`config.mk`:
```
export PLATFORM = sky130hd
export DESIGN_NAME = kls_ctrl
export DESIGN_NICKNAME = d
export VERILOG_FILES = /design/src/design/kls_pkg.sv /design/src/design/kls_ctrl.sv
export SDC_FILE = /design/constraint.sdc
export NUM_CORES = 1
export LEC_CHECK = 0
export BUFFER_PORTS_ARGS = -buffer_cell sky130_fd_sc_hd__buf_2
export CELL_PAD_IN_SITES_DETAIL_PLACEMENT = 0
export CELL_PAD_IN_SITES_GLOBAL_PLACEMENT = 1
export CORE_UTILIZATION = 29
export DETAILED_ROUTE_END_ITERATION = 10
export PLACE_DENSITY = 0.81
export SLEW_MARGIN = 20
export SYNTH_ARGS = -nofsm -noshare
export SYNTH_HDL_FRONTEND = slang
export SYNTH_SLANG_ARGS = --single-unit
```
`constraint.sdc`:
```
create_clock -name clk -period 1.8 [get_ports clk]
set_input_delay 0.27 -clock clk [delete_from_list [all_inputs] [get_ports clk]]
set_output_delay 0.27 -clock clk [all_outputs]
set_load 0.005 [all_outputs]
```
`src/design/kls_pkg.sv`:
```
package kls_pkg;

    // Width of one time or component value (Q16.16).
    localparam int unsigned VAL_W   = 32;
    localparam int unsigned SEG_W   = 6;
    localparam int unsigned CNT_W   = 7;
    localparam int unsigned FRAC_W  = 17;
    localparam int unsigned KEY_W   = 4 * VAL_W;

    // Opcodes of the input item.
    localparam logic OP_WRITE = 1'b0;
    localparam logic OP_QUERY = 1'b1;

    // Commands from the controller to the datapath.
    typedef struct packed {
        logic load_query;  // capture query time, start search at key 0
        logic cap_lo;      // capture lower key from read data
        logic cap_hi;      // capture upper key from read data
        logic step;        // advance the search index
        logic div_start;   // begin the fraction division
        logic div_step;    // one restoring division step
        logic mul_cap;     // capture the three products
        logic fin;         // compute the output item
        logic early;       // result is the lower key as is
    } kls_cmd_t;

    // Status from the datapath to the controller.
    typedef struct packed {
        logic early_hit;   // query at or before key 0, or a single key in use
        logic bracket;     // lower/upper bracket the query
        logic last_seg;    // the pair just read is the last one
        logic div_done;    // all division steps taken
    } kls_sts_t;

endpackage

```
`src/design/kls_ctrl.sv`:
```
module kls_ctrl (
    input  logic              clk,
    input  logic              rst_n,
    input  logic              start,
    input  kls_pkg::kls_sts_t sts,
    output kls_pkg::kls_cmd_t cmd,
    output logic              busy,
    output logic              res_valid,
    input  logic              res_stall
);

    import kls_pkg::*;

    typedef enum logic [3:0] {
        S_IDLE, S_RD0, S_CAP0, S_RDHI, S_CAPHI, S_CHECK,
        S_DIV, S_MUL, S_FIN, S_OUT
    } state_t;

    state_t state_reg, state_next;

    always_comb
    begin
        cmd        = '0;
        state_next = state_reg;
        unique case (state_reg)
            S_IDLE:
            begin
                if (start)
                begin
                    cmd.load_query = 1'b1;
                    state_next     = S_RD0;
                end
            end
            S_RD0:
            begin
                state_next = S_CAP0;
            end
            S_CAP0:
            begin
                cmd.cap_lo = 1'b1;
                if (sts.early_hit)
                begin
                    state_next = S_FIN;
                end
                else
                begin
                    cmd.step   = 1'b1;
                    state_next = S_RDHI;
                end
            end
            S_RDHI:
            begin
                state_next = S_CAPHI;
            end
            S_CAPHI:
            begin
                cmd.cap_hi = 1'b1;
                state_next = S_CHECK;
            end
            S_CHECK:
            begin
                // idx points at the upper key here.
                if (sts.bracket)
                begin
                    cmd.div_start = 1'b1;
                    state_next    = S_DIV;
                end
                else if (sts.last_seg)
                begin
                    cmd.cap_lo = 1'b1;
                    state_next = S_FIN;
                end
                else
                begin
                    cmd.cap_lo = 1'b1;
                    cmd.step   = 1'b1;
                    state_next = S_RDHI;
                end
            end
            S_DIV:
            begin
                if (sts.div_done)
                begin
                    cmd.mul_cap = 1'b1;
                    state_next  = S_MUL;
                end
                else
                begin
                    cmd.div_step = 1'b1;
                end
            end
            S_MUL:
            begin
                cmd.fin = 1'b1;
                state_next = S_OUT;
            end
            S_FIN:
            begin
                cmd.fin   = 1'b1;
                cmd.early = 1'b1;
                state_next = S_OUT;
            end
            S_OUT:
            begin
                if (!res_stall)
                begin
                    state_next = S_IDLE;
                end
            end
            default:
            begin
                state_next = S_IDLE;
            end
        endcase
    end

    always_ff @(posedge clk or negedge rst_n)
    begin
        if (!rst_n)
        begin
            state_reg <= S_IDLE;
        end
        else
        begin
            state_reg <= state_next;
        end
    end

    assign busy      = (state_reg != S_IDLE);
    assign res_valid = (state_reg == S_OUT);

endmodule

```
; ---- After elaboration in Yosys (flattened, before gate mapping)
; Index checks and enable logic that the tools add are counted.
[word_totals]
regBits = 4
in_bits = 8
out_inout_bits = 11
wordCells = 40
[classes]
eq_ne = 12
muxes = 23
n_reduce_logical = 4
[ops]
columns = cell, count
row1 = one-hot mux 4 bit (9 select lines), 1
row2 = two-way mux 4 bit, 6
row3 = equality test 4 x 3 -> 1 bit (second input constant), 4
row4 = two-way mux 1 bit, 13
row5 = equality test 4 x 2 -> 1 bit (second input constant), 2
row6 = equality test 4 bit (second input constant), 2
row7 = != test 2 bit (second input constant), 3
row8 = equality test 4 x 1 -> 1 bit (second input constant), 1
row9 = logical NOT 4 bit, 1
row10 = one-hot mux 1 bit (2 select lines), 2
row11 = nonzero test 4 bit, 1
row12 = AND reduction 3 bit, 1
row13 = two-way mux 2 bit, 1
row14 = OR reduction 2 bit, 1

; ---- Depth between registers and ports, before layout
; Gate-level depths: netlist of the first run.
[logic_depth]
ltp_word = 3
ltp_mapped = 5
depth_no_buf = 4

; ---- Least setup slack after synthesis of the first run
; No wires, ideal clock.
[synth_timing]
path_kind = reg-to-output
from = register state_reg[2]
to = output port cmd[8] in the netlist's numbering
t_arrival_ps = 1155
required_time_ps = 1530
path_slack_ps = 375
path_stages_with_launch = 4
path_buffers = 1
cell_sequence = dfrtp_1 buf_2 or4_4 nor2_1
[synth_rtl]
columns = element, line
row1 = from (decl), kls_ctrl.sv:19  ; state_t state_reg, state_next;
row2 = from (signal assigned), kls_ctrl.sv:125  ; state_reg <= state_next;
row3 = to (decl), kls_ctrl.sv:6  ; output kls_pkg::kls_cmd_t cmd,

==> run summary, run 1 <==
The flow ran to the end, and the final reports show no timing, DRC or antenna violations. The number of distinct library cell variants in the gate-level netlist after synthesis came out at 25. The worst-margin pin slew is 0.221 ns.

The clock transition time at the flip-flop clock pins of the worst setup and hold paths came out at 0.04 ns. The remaining global-route overflow came out at 0. The number of warnings printed during yosys synthesis came out at 0. Traced cell by cell, the critical path runs through or4b_4, o22ai_2, buf_2. The core utilization of the finished layout came out at 46.1%.

Summed over all nets, the half-perimeter wirelength after detailed placement is 798 um. For this design, the slowest cell found on the critical path is or4b_4. The first-pass GRT wire length is 1.70 mm. Setup repair after global routing could not meet its margin everywhere. The part of the cycle the worst path needs is 98.2%. The area fraction of the dominant cell type after synthesis came out at 24.7%.

On the final layout, the worst clock skew is 0.00863 ns. The worst setup path is captured at a primary output. The register bit count reported by yosys came out at 4. The fraction of registers with async set/reset is 100%. The data arrival time of the critical path is 1.50 ns. The detail-routed net length per standard cell came out at 11.4 um.

The count of antenna-violating nets left after detailed routing came out at 0. Sorting the synthesized cells by area gives the leading types as dfrtp_1 25%, a21oi_1 9.9%, nor2_1 5.6%. The maximum clock rate came out at 566 MHz. The maximum root-to-sink buffer count is 2.

The floorplan step defined a core boundary enclosing 0.00130 sq mm. The min-delay analysis places its worst path in the category in -> reg. The worst voltage drop across the vdd grid came out at 576 uV.

The CTS tree is done. The first detailed-routing pass ran for 3 iterations. The top cell type by total area after synthesis is dfrtp_1. The congestion estimate from routability-driven global placement came to 0.806. The initial standard-cell utilization of the core is 31.2%. Subtracting the final worst setup slack from the clock period gives 1.77 ns.

The number of antenna diodes in the final layout is 0. Clock tree synthesis found a total of 4 sinks. The number of global-route vias before repair came out at 381. The worst path buffer plus inverter count came out at 1.

The final hold slack is 0.267 ns. The final wirelength came out at 1.10 mm. The fraction of the yosys area taken by sequential cells is 24.7%.

At the worst endpoint, the required time is 1.53 ns. The fraction of layout cells with a size suffix above 1 came out at 50.0%. The die is 39.4 um tall. The number of nets in the synthesized netlist is 65. The die covers 0.00155 sq mm. The critical path launch point type is a register.

The top-level I/O count is 19. The highest net fanout along the worst path came out at 8. The final number of max-transition violations is 0. CTS placed an instance of clkbuf_4 at the clock tree root.

The maximum number of pins on one net before global-route repair came out at 11. For this design the static power due to leakage is 0.000300 uW. The first-iteration detailed-routing DRC count is 11. The synthesized netlist cell count came out at 57. The most frequent cell after synthesis is a21oi_1.

The synthesized cell area is 405 sq um. The number of hold-slack violations in the final timing report came to 0. At the later pin of the worst-skew pair, clock insertion delay measures 0.24 ns. Relative to the synthesized area, the layout overhead comes to 47.8%.

The flip-flop count of the largest register, all copies and words added came out at 4. The number of fill cells in the layout came out at 139. Measured along the x axis, the die boundary spans 39.4 um. The critical path is of the reg -> out type. CTS built an H-tree with a depth of 1. The area taken by flip-flops and latches is 103 sq um. The area used by multi-input combinational logic came out at 280 sq um. The number of maximum-capacitance constraint violations is 0.

Input and output buffers added on the ports amount to 18. The initial antenna violation count is 0. The all-layer global routing usage came out at 17.1%. The detail-routed via count per cell came out at 5.06. In the synthesized netlist the dominant register cell turns out to be dfrtp_1. The power per cell area came out at 1560 mW/mm^2.

Setup violations remaining at the end of the flow were counted as 0. Averaged over all synthesized cells, the footprint is 7.11 sq um. The net count reported at finish is 92. Row generation in the floorplan step produced 13 rows. The stage delay of the slowest cell on the critical path came out at 0.50 ns. The detailed router placed 491 vias in this run. The critical path's top delay family is simple AND/OR/NAND/NOR gates. The number of synthesized flops with an enable pin is 0.

The number of clock buffers inserted by TritonCTS is 3. Headroom to the max-slew limit came out at 85.2%. The number of DRC violations after detailed routing is 0.

The commonest cells after synthesis are 8 x a21oi_1, 6 x nor2_1, 5 x inv_1.
-- power by group --
part | switching [uW] | internal, uW
clock network | 41.9 | 74.9
logic | 297 | 314
registers | 72.4 | 137
total | 411 | 525
-- through the flow --
stage	TNS [ns]	power [uW]	instance area, sq um	worst slack [ns]	cells
6_report	0	937	599	0.0321	97
5_1_grt	-0.0317	1030	599	-0.0317	97
4_1_cts	0	874	562	0.00891	94
3_5_place_dp	0	743	527	0.244	90
3_3_place_gp	0	747	527	0.261	90
2_1_floorplan	0	559	405	0.375	57
-- kinds of logic (layout without fill, tap and decap cells) --
logic type | after synthesis | in the layout | share of synthesized area [%]
buf+inv | 9 | 34 | 8.95
flops | 4 | 4 | 24.7
compound gates | 17 | 17 | 27.5
simple gates | 27 | 27 | 38.9
-- tightest hold or removal path: stages --
cell	delay [ns]
buf_2	0.09
nand2_1	0.05
o31ai_2	0.06
-- area by class of cell --
cell class / instances / share of cell area [%]
multi-input cells: 44 / 46.8
repair buffers: 26 / 26.1
flip-flops and latches: 4 / 17.1
clock buffers: 3 / 3.76
inverters: 5 / 3.13
well taps: 15 / 3.13
-- final timing paths --
kind / start / to / slack [ns] / depth (start not counted)
min in group asynchronous: rst_n / state_reg[3] / 0.36 / 2
hold reg to reg: state_reg[3] / state_reg[2] / 0.53 / 1
setup / recovery: state_reg[1] / cmd[5] / 0.03 / 3
hold / removal: res_stall / state_reg[0] / 0.27 / 3
max in group asynchronous: rst_n / state_reg[1] / 1.30 / 2
setup reg to reg: state_reg[1] / state_reg[0] / 0.20 / 5
-- per-layer routing --
metal | up-vias | GRT usage (%) | wire length, um
met5 | - | 0 | 0
met3 | 5 | 4.55 | 61
met2 | 16 | 23.8 | 504
met1 | 218 | 20.9 | 497
li1 | 252 | - | -
met4 | 0 | 15.5 | 39
-- timing repair --
action / in CTS / in global routing
buffers inserted: 0 / 3
hold buffers: 1 / 0
setup endpoints to repair: 2 / 6
pin swaps: 1 / 1
gates resized for setup: 2 / 4
hold endpoints to repair: 4 / 0
-- layout by cell type, fill, tap and decap left out, types with 2 or more instances in the layout --
| master | synthesis | layout |
|---|---|---|
| nor3_1 | 4 | 3 |
| inv_1 | 5 | 5 |
| o21ai_0 | 2 | 2 |
| nand2_1 | 4 | 4 |
| nand2b_1 | 3 | 3 |
| buf_4 | 0 | 6 |
| clkbuf_4 | 0 | 3 |
| nor2_1 | 6 | 6 |
| dfrtp_2 | 0 | 2 |
| dfrtp_1 | 4 | 2 |
| buf_2 | 2 | 18 |
| a21oi_1 | 8 | 8 |
Note: power is estimated with default switching activity, not from simulation.
==> inputs of run 2 (changes only) <==
--- a/config.mk
+++ b/config.mk
@@ -5,7 +5,7 @@
 export SDC_FILE = /design/constraint.sdc
 export NUM_CORES = 1
 export LEC_CHECK = 0
-export BUFFER_PORTS_ARGS = -buffer_cell sky130_fd_sc_hd__buf_2
+export BUFFER_PORTS_ARGS = -buffer_cell sky130_fd_sc_hd__clkbuf_2
 export CELL_PAD_IN_SITES_DETAIL_PLACEMENT = 0
 export CELL_PAD_IN_SITES_GLOBAL_PLACEMENT = 1
 export CORE_UTILIZATION = 29
==> run summary, run 2 (synthesized netlist as in run 1, its figures left out) <==
The run finished with clean final reports. The first-pass GRT wire length is 1.73 mm (+1.2%). Setup repair after global routing could not meet its margin everywhere. The initial standard-cell utilization of the core is 31.2% (unchanged). The critical path data required time came to 1.53 ns (about the same).

The number of maximum-capacitance constraint violations was 0 (unchanged). The final hold slack is 0.303 ns (+0.0359 ns). The beginning of the critical path is state_reg[1]. The worst-margin pin slew is 0.257 ns (+0.0360 ns). The net count reported at finish came out at 92 (unchanged). The internal portion of total power is 518 uW (-1.4%). The final wirelength came out at 1.18 mm (+7.4%). The final number of max-transition violations came to 0 (unchanged). The count of antenna-violating nets left after detailed routing is 0 (unchanged). The most critical setup path has its endpoint at cmd[5].

The H-tree depth is 1 (unchanged). The width of the die came to 39.4 um (unchanged). The first-iteration detailed-routing DRC count is 9 (-2).

The part of the cycle the worst path needs came to 98.2% (about the same). The fraction of layout cells with a size suffix above 1 came out at 51.2% (+1.2 points). The worst path buffer plus inverter count came out at 1 (unchanged).

The area of the die came out at 0.00155 sq mm (unchanged). For this design, the slowest cell found on the critical path is or4b_4. The final period demand of the worst path is 1.77 ns (-0.000158 ns). Leaving out fill and tap cells, the most frequent cells in the layout are 17 x clkbuf_2, 8 x a21oi_1, 7 x buf_4, 6 x nor2_1, 5 x inv_1. The number of DRC violations after detailed routing is 0 (unchanged). The power per cell area came out at 1560 mW/mm^2 (-0.12%). The leakage dissipation came out at 0.000293 uW (-2.5%).

The normalized max-slew margin came out at 82.7% (-2.4 points). The logic depth of the worst setup path including buffers came out at 3 (unchanged). The placed wire-length estimate after detailed placement is 908 um (+14%).

The routed via count is 481 (-2.0%). The overall die height is 39.4 um (unchanged). The final weighted congestion of routability-driven global placement is 0.787 (-2.4%).

The worst voltage drop across the vdd grid came out at 729 uV (+26%). The detail-routed via count per cell came out at 4.96 (-2.0%). The share of power burned in combinational logic came out at 64.7% (-0.5 points). The placeable core region came out at 0.00130 sq mm (unchanged). The worst setup path is captured at a primary output. The worst clock skew on the final layout is 0.00542 ns (-0.00321 ns). The worst register-to-register path begins at state_reg[1]. The number of rows created at floorplan was 13 (unchanged). The number of inserted diodes came out at 0 (unchanged). The least setup slack across all paths after layout was 0.0322 ns (+0.000158 ns).

The detail-routed net length per standard cell is 12.2 um (+7.4%). The slack of the worst reg-to-reg path came out at 0.16 ns (-0.04 ns). The remaining global-route overflow came out at 0 (unchanged).

The synthesis-to-finish area growth came out at 47.2%. The start-to-end type of the worst setup path is reg -> out. The all-layer global routing usage was 17.2% (+0.12 points).

The net switching power is 414 uW (+0.55%). The source-to-sink clock delay at the later pin of the worst-skew pair came out at 0.23 ns (about the same). The maximum number of pins on one net before global-route repair came to 12 (+1). The number of cells on the worst reg-to-reg path is 5 (unchanged). The count of TritonRoute iterations in the first routing pass came out at 3 (unchanged). The data arrival time of the critical path is 1.50 ns (about the same). The number of global-route vias before repair came out at 393 (+3.1%). The initial antenna violation count came out at 0 (unchanged). The switching part of the total power came out at 44.4% (+0.48 points).

The flip-flop count of the largest register, all copies and words added is 4 (unchanged). The proportion of power drawn by flip-flops and latches came out at 23.5% (+1.2 points). STA classifies the critical path startpoint as a register. The clock transition time at the flip-flop clock pins of the worst setup and hold paths came out at 0.04 ns (about the same).

The part of the total power dissipated in the clock network is 11.9% (-0.6 points). The maximum root-to-sink buffer count came out at 2 (unchanged). The stage delay of the slowest cell on the critical path came out at 0.49 ns (about the same). The reg-to-reg critical path endpoint is state_reg[0]. The tree is rooted in a clkbuf_4. The maximum clock rate is 566 MHz (about the same). The clock sink count is 4 (unchanged). In this run the worst hold path is classified as in -> reg. The signal on the critical path passes through or4b_4, o22ai_2, buf_2.

Leaving out fill and tap cells, the most frequent cell in the layout is clkbuf_2. Grouping stages by cell kind, the critical path spends the most delay in simple AND/OR/NAND/NOR gates. The pre-CTS setup slack is 0.226 ns (-0.0181 ns). The number of hold-slack violations in the final timing report came out at 0 (unchanged). The top-level I/O count came out at 19 (unchanged).

The CTS tree is done. The highest net fanout along the worst path is 9 (+1). The number of clock buffers inserted by TritonCTS came out at 3 (unchanged).

The count of buffers from port buffering is 18 (unchanged). The setup violation total in the final timing report is 0 (unchanged).
==> run 2: layer usage <==
metal  vias to the layer above  GRT usage [%]  share of wire [%]
li1                        252              -                  -
met1                       212           21.6                 44
met2                        15           24.6                 49
met3                         2           2.84                4.6
met4                         0           15.5                1.9
met5                         -              0                  0
==> run 2: how the worst min path moves through the flow <==
stage	start	cells after the start	endpoint	slack, ns
floorplan	rst_n	0	state_reg[0]	-0.03
global placement	rst_n	1	state_reg[3]	0.08
detailed placement	rst_n	1	state_reg[3]	0.08
CTS	res_stall	3	state_reg[0]	0.29
global route	res_stall	3	state_reg[0]	0.29
finish	res_stall	3	state_reg[0]	0.30
==> run 2: worst reg2reg max path, cell delays in order (launching register included) <==
cell     delay (ns)
dfrtp_2        0.45
or4b_4         0.49
o22ai_2        0.19
buf_4          0.13
a21oi_2        0.03
o31ai_2        0.24
==> run 2: power groups by stage <==
| stage | Combinational (uW) | Clock [uW] | Sequential [uW] |
|---|---|---|---|
| 2_1_floorplan | 401 | 0 | 158 |
| 3_3_place_gp | 554 | 0 | 205 |
| 3_5_place_dp | 556 | 0 | 213 |
| 4_1_cts | 565 | 113 | 218 |
| 5_1_grt | 662 | 124 | 229 |
| 6_report | 602 | 111 | 219 |
==> run 2: stage by stage <==
stage / cell area (sq um) / total power (uW) / instances / utilization (%) / setup TNS, ns
after global routing: 597 / 1020 / 97 / 45.9 / -0.0466
after floorplan: 405 / 559 / 57 / - / 0
after global placement: 534 / 759 / 91 / 41.1 / 0
after CTS: 571 / 896 / 95 / 43.8 / 0
final: 597 / 932 / 97 / 45.9 / 0
after detailed placement: 534 / 769 / 91 / 41.1 / 0
==> run 2: what timing repair did <==
action | 4_1_cts | 5_1_grt
buffers inserted | 0 | 2
hold buffers | 1 | 0
pin swaps | 0 | 1
gates resized for setup | 3 | 4
setup endpoints to repair | 1 | 5
hold endpoints to repair | 4 | 0
==> run 2: cell type report <==
class,count,area (sq um)
fill,140,704
multi-input combinational,44,280
timing repair buffer,26,153
clock buffer,3,22.5
inverter,5,18.8
tap,15,18.8
sequential,4,104
==> inputs of run 3 (changes only) <==
--- a/config.mk
+++ b/config.mk
@@ -5,7 +5,7 @@
 export SDC_FILE = /design/constraint.sdc
 export NUM_CORES = 1
 export LEC_CHECK = 0
-export BUFFER_PORTS_ARGS = -buffer_cell sky130_fd_sc_hd__clkbuf_2
+export BUFFER_PORTS_ARGS = -buffer_cell sky130_fd_sc_hd__buf_4
 export CELL_PAD_IN_SITES_DETAIL_PLACEMENT = 0
 export CELL_PAD_IN_SITES_GLOBAL_PLACEMENT = 1
 export CORE_UTILIZATION = 29
==> run summary, run 3 (synthesized netlist as in run 1, its figures left out) <==
The flow ran to the end, and the final reports show no timing, DRC or antenna violations. The slack of the worst reg-to-reg path came out at 0.24 ns (+0.08 ns). Leaving out fill and tap cells, the most frequent cell in the layout is buf_4. The worst path buffer plus inverter count was 1 (unchanged). For hold timing, the worst endpoint is state_reg[0].

The number of global-route vias before repair was 422 (+7.4%). The count of cells along the worst hold path came out at 3 (unchanged). The detail-routed net length per standard cell is 12.6 um (+3.0%). The fraction of layout cells with a size suffix above 1 is 48.8% (-2.4 points). The critical path data required time is 1.53 ns (about the same).

The maximum root-to-sink buffer count came out at 2 (unchanged). The overall die height came out at 39.4 um (unchanged). The final weighted congestion of routability-driven global placement came out at 0.790 (+0.36%). The maximum clock rate came out at 564 MHz (-0.36%). The flip-flop count of the largest register, all copies and words added was 4 (unchanged). The number of rows created at floorplan is 13 (unchanged).

The routed via count is 495 (+2.9%). The worst setup path is launched from a register. The final wirelength is 1.22 mm (+3.0%). The synthesis-to-finish area growth came out at 57.1%. The net count reported at finish came to 92 (unchanged). The startpoint of the worst hold path is res_stall. The post-layout total power is 971 uW (+4.2%).

The part of the cycle the worst path needs is 98.6% (+0.35 points). The first-iteration detailed-routing DRC count is 14 (+5). The number of maximum-capacitance constraint violations is 0 (unchanged). The critical path's top delay family is simple AND/OR/NAND/NOR gates. The reg-to-reg critical path endpoint is state_reg[0]. The number of DRC violations after detailed routing is 0 (unchanged). The clock transition time at the flip-flop clock pins of the worst setup and hold paths is 0.04 ns (about the same). The count of buffers from port buffering came to 18 (unchanged).

The setup violation total in the final timing report is 0 (unchanged). The width of the die came to 39.4 um (unchanged). The area used by multi-input combinational logic came out at 277 sq um (-1.3%). The normalized max-slew margin is 86.3% (+3.6 points).

The area of the die came out at 0.00155 sq mm (unchanged). The data arrival time of the critical path came out at 1.50 ns (about the same). The final hold slack is 0.251 ns (-0.0523 ns).

The number of hold-slack violations in the final timing report is 0 (unchanged). The highest net fanout along the worst path is 8 (-1). The remaining global-route overflow is 0 (unchanged). TritonCTS built the clock tree.

Walking the worst path, the cells encountered are or4b_1, o22ai_2, buf_4. The detail-routed via count per cell is 5.10 (+2.9%). The final period demand of the worst path is 1.77 ns (+0.00633 ns).

The count of antenna-violating nets left after detailed routing is 0 (unchanged). The final number of max-transition violations is 0 (unchanged). The critical path in this run is classified as reg -> out.

The initial standard-cell utilization of the core is 31.2% (unchanged). The clock sink count came out at 4 (unchanged). The placed wire-length estimate after detailed placement came out at 870 um (-4.2%).

The H-tree depth was 1 (unchanged). The leakage dissipation came to 0.000305 uW (+4.3%). The worst voltage drop across the vdd grid came to 560 uV (-23%). The area taken by flip-flops and latches came out at 103 sq um (-1.2%). The number of clock buffers inserted by TritonCTS came to 3 (unchanged).

The number of fill cells in the layout is 139 (-0.71%). The maximum number of pins on one net before global-route repair came out at 9 (-3). The initial antenna violation count came out at 0 (unchanged). The source-to-sink clock delay at the later pin of the worst-skew pair is 0.24 ns (about the same).

The stage delay of the slowest cell on the critical path came to 0.50 ns (about the same). The number of cells on the worst reg-to-reg path was 5 (unchanged). The element type at the critical path end is a primary output.

The worst-margin pin slew came out at 0.205 ns (-0.0522 ns). The worst clock skew on the final layout came to 0.00474 ns (-0.000675 ns). The pre-CTS setup slack is 0.269 ns (+0.0432 ns). The origin of the critical flop-to-flop path is state_reg[1].

The top-level I/O count is 19 (unchanged). The number of inserted diodes is 0 (unchanged). Clock tree synthesis selected as its root buffer the cell clkbuf_4. The tightest min-delay check is of the in -> reg type.

The library cells used most frequently in the layout, excluding fill and tap cells, are 25 x buf_4, 8 x a21oi_1, 6 x nor2_1, 5 x inv_1, 4 x nand2_1. The least setup slack across all paths after layout is 0.0259 ns (-0.00633 ns). The power per cell area came out at 1520 mW/mm^2 (-2.4%). The count of TritonRoute iterations in the first routing pass is 4 (+1). The placeable core region came to 0.00130 sq mm (unchanged).

The slowest stage of the critical path belongs to the cell or4b_1. The all-layer global routing usage came out at 17.2% (unchanged). The first-pass GRT wire length came to 1.71 mm (-0.81%).
run 3: cell count changes in the layout (fill, tap and decap cells not counted), sizes merged:
cell / previous run / this run
clkbuf: 20 / 3
buf: 8 / 25
run 3: power breakdown:
group	switching [uW]	internal, uW
clock	39.8	74.8
combinational	314	343
sequential	61.9	137
total	416	555
run 3: worst register-to-register path: cells and delay by family, from the launching register on:
kind	cells	cell delay, ns
simple gates	1	0.50
buf+inv	1	0.13
flops	1	0.45
compound gates	3	0.38
run 3: area by class of cell:
class,instances,share of cell area [%]
multi-input combinational,44,43.4
timing repair buffer,26,31.0
sequential,4,16.1
clock buffer,3,3.54
inverter,5,2.95
tap,15,2.95
run 3: what timing repair did:
item                                   CTS  global route
pin swaps                                0             1
setup endpoints to repair                1             3
buffers inserted                         0             2
resized for setup                        1             3
endpoints found under the hold margin    4             0
hold buffers                             1             0
run 3: stage by stage:
stage                     utilization [%]  cells  cell area (sq um)  setup TNS (ns)
after floorplan                         -     57                405               0
after global placement               44.5     91                579               0
after detailed placement             44.5     91                579               0
after CTS                            47.2     95                614               0
after global routing                 48.9     97                637         -0.0268
final                                48.9     97                637               0
run 3: how the worst max path moves through the flow:
stage / startpoint / to / cells past startpoint
4_1_cts: state_reg[0] / cmd[8] / 4
3_3_place_gp: state_reg[0] / cmd[8] / 4
3_5_place_dp: state_reg[0] / cmd[8] / 4
5_1_grt: state_reg[2] / cmd[5] / 3
2_1_floorplan: state_reg[2] / cmd[8] / 3
6_report: state_reg[1] / cmd[5] / 3
run 3: metal layers:
layer / share of wire [%] / GRT usage, % / up-vias
met5: 0 / 0 / -
met2: 49 / 26.7 / 20
met1: 41 / 20.5 / 220
met3: 5.3 / 0 / 5
met4: 3.9 / 18.1 / 0
li1: - / - / 250
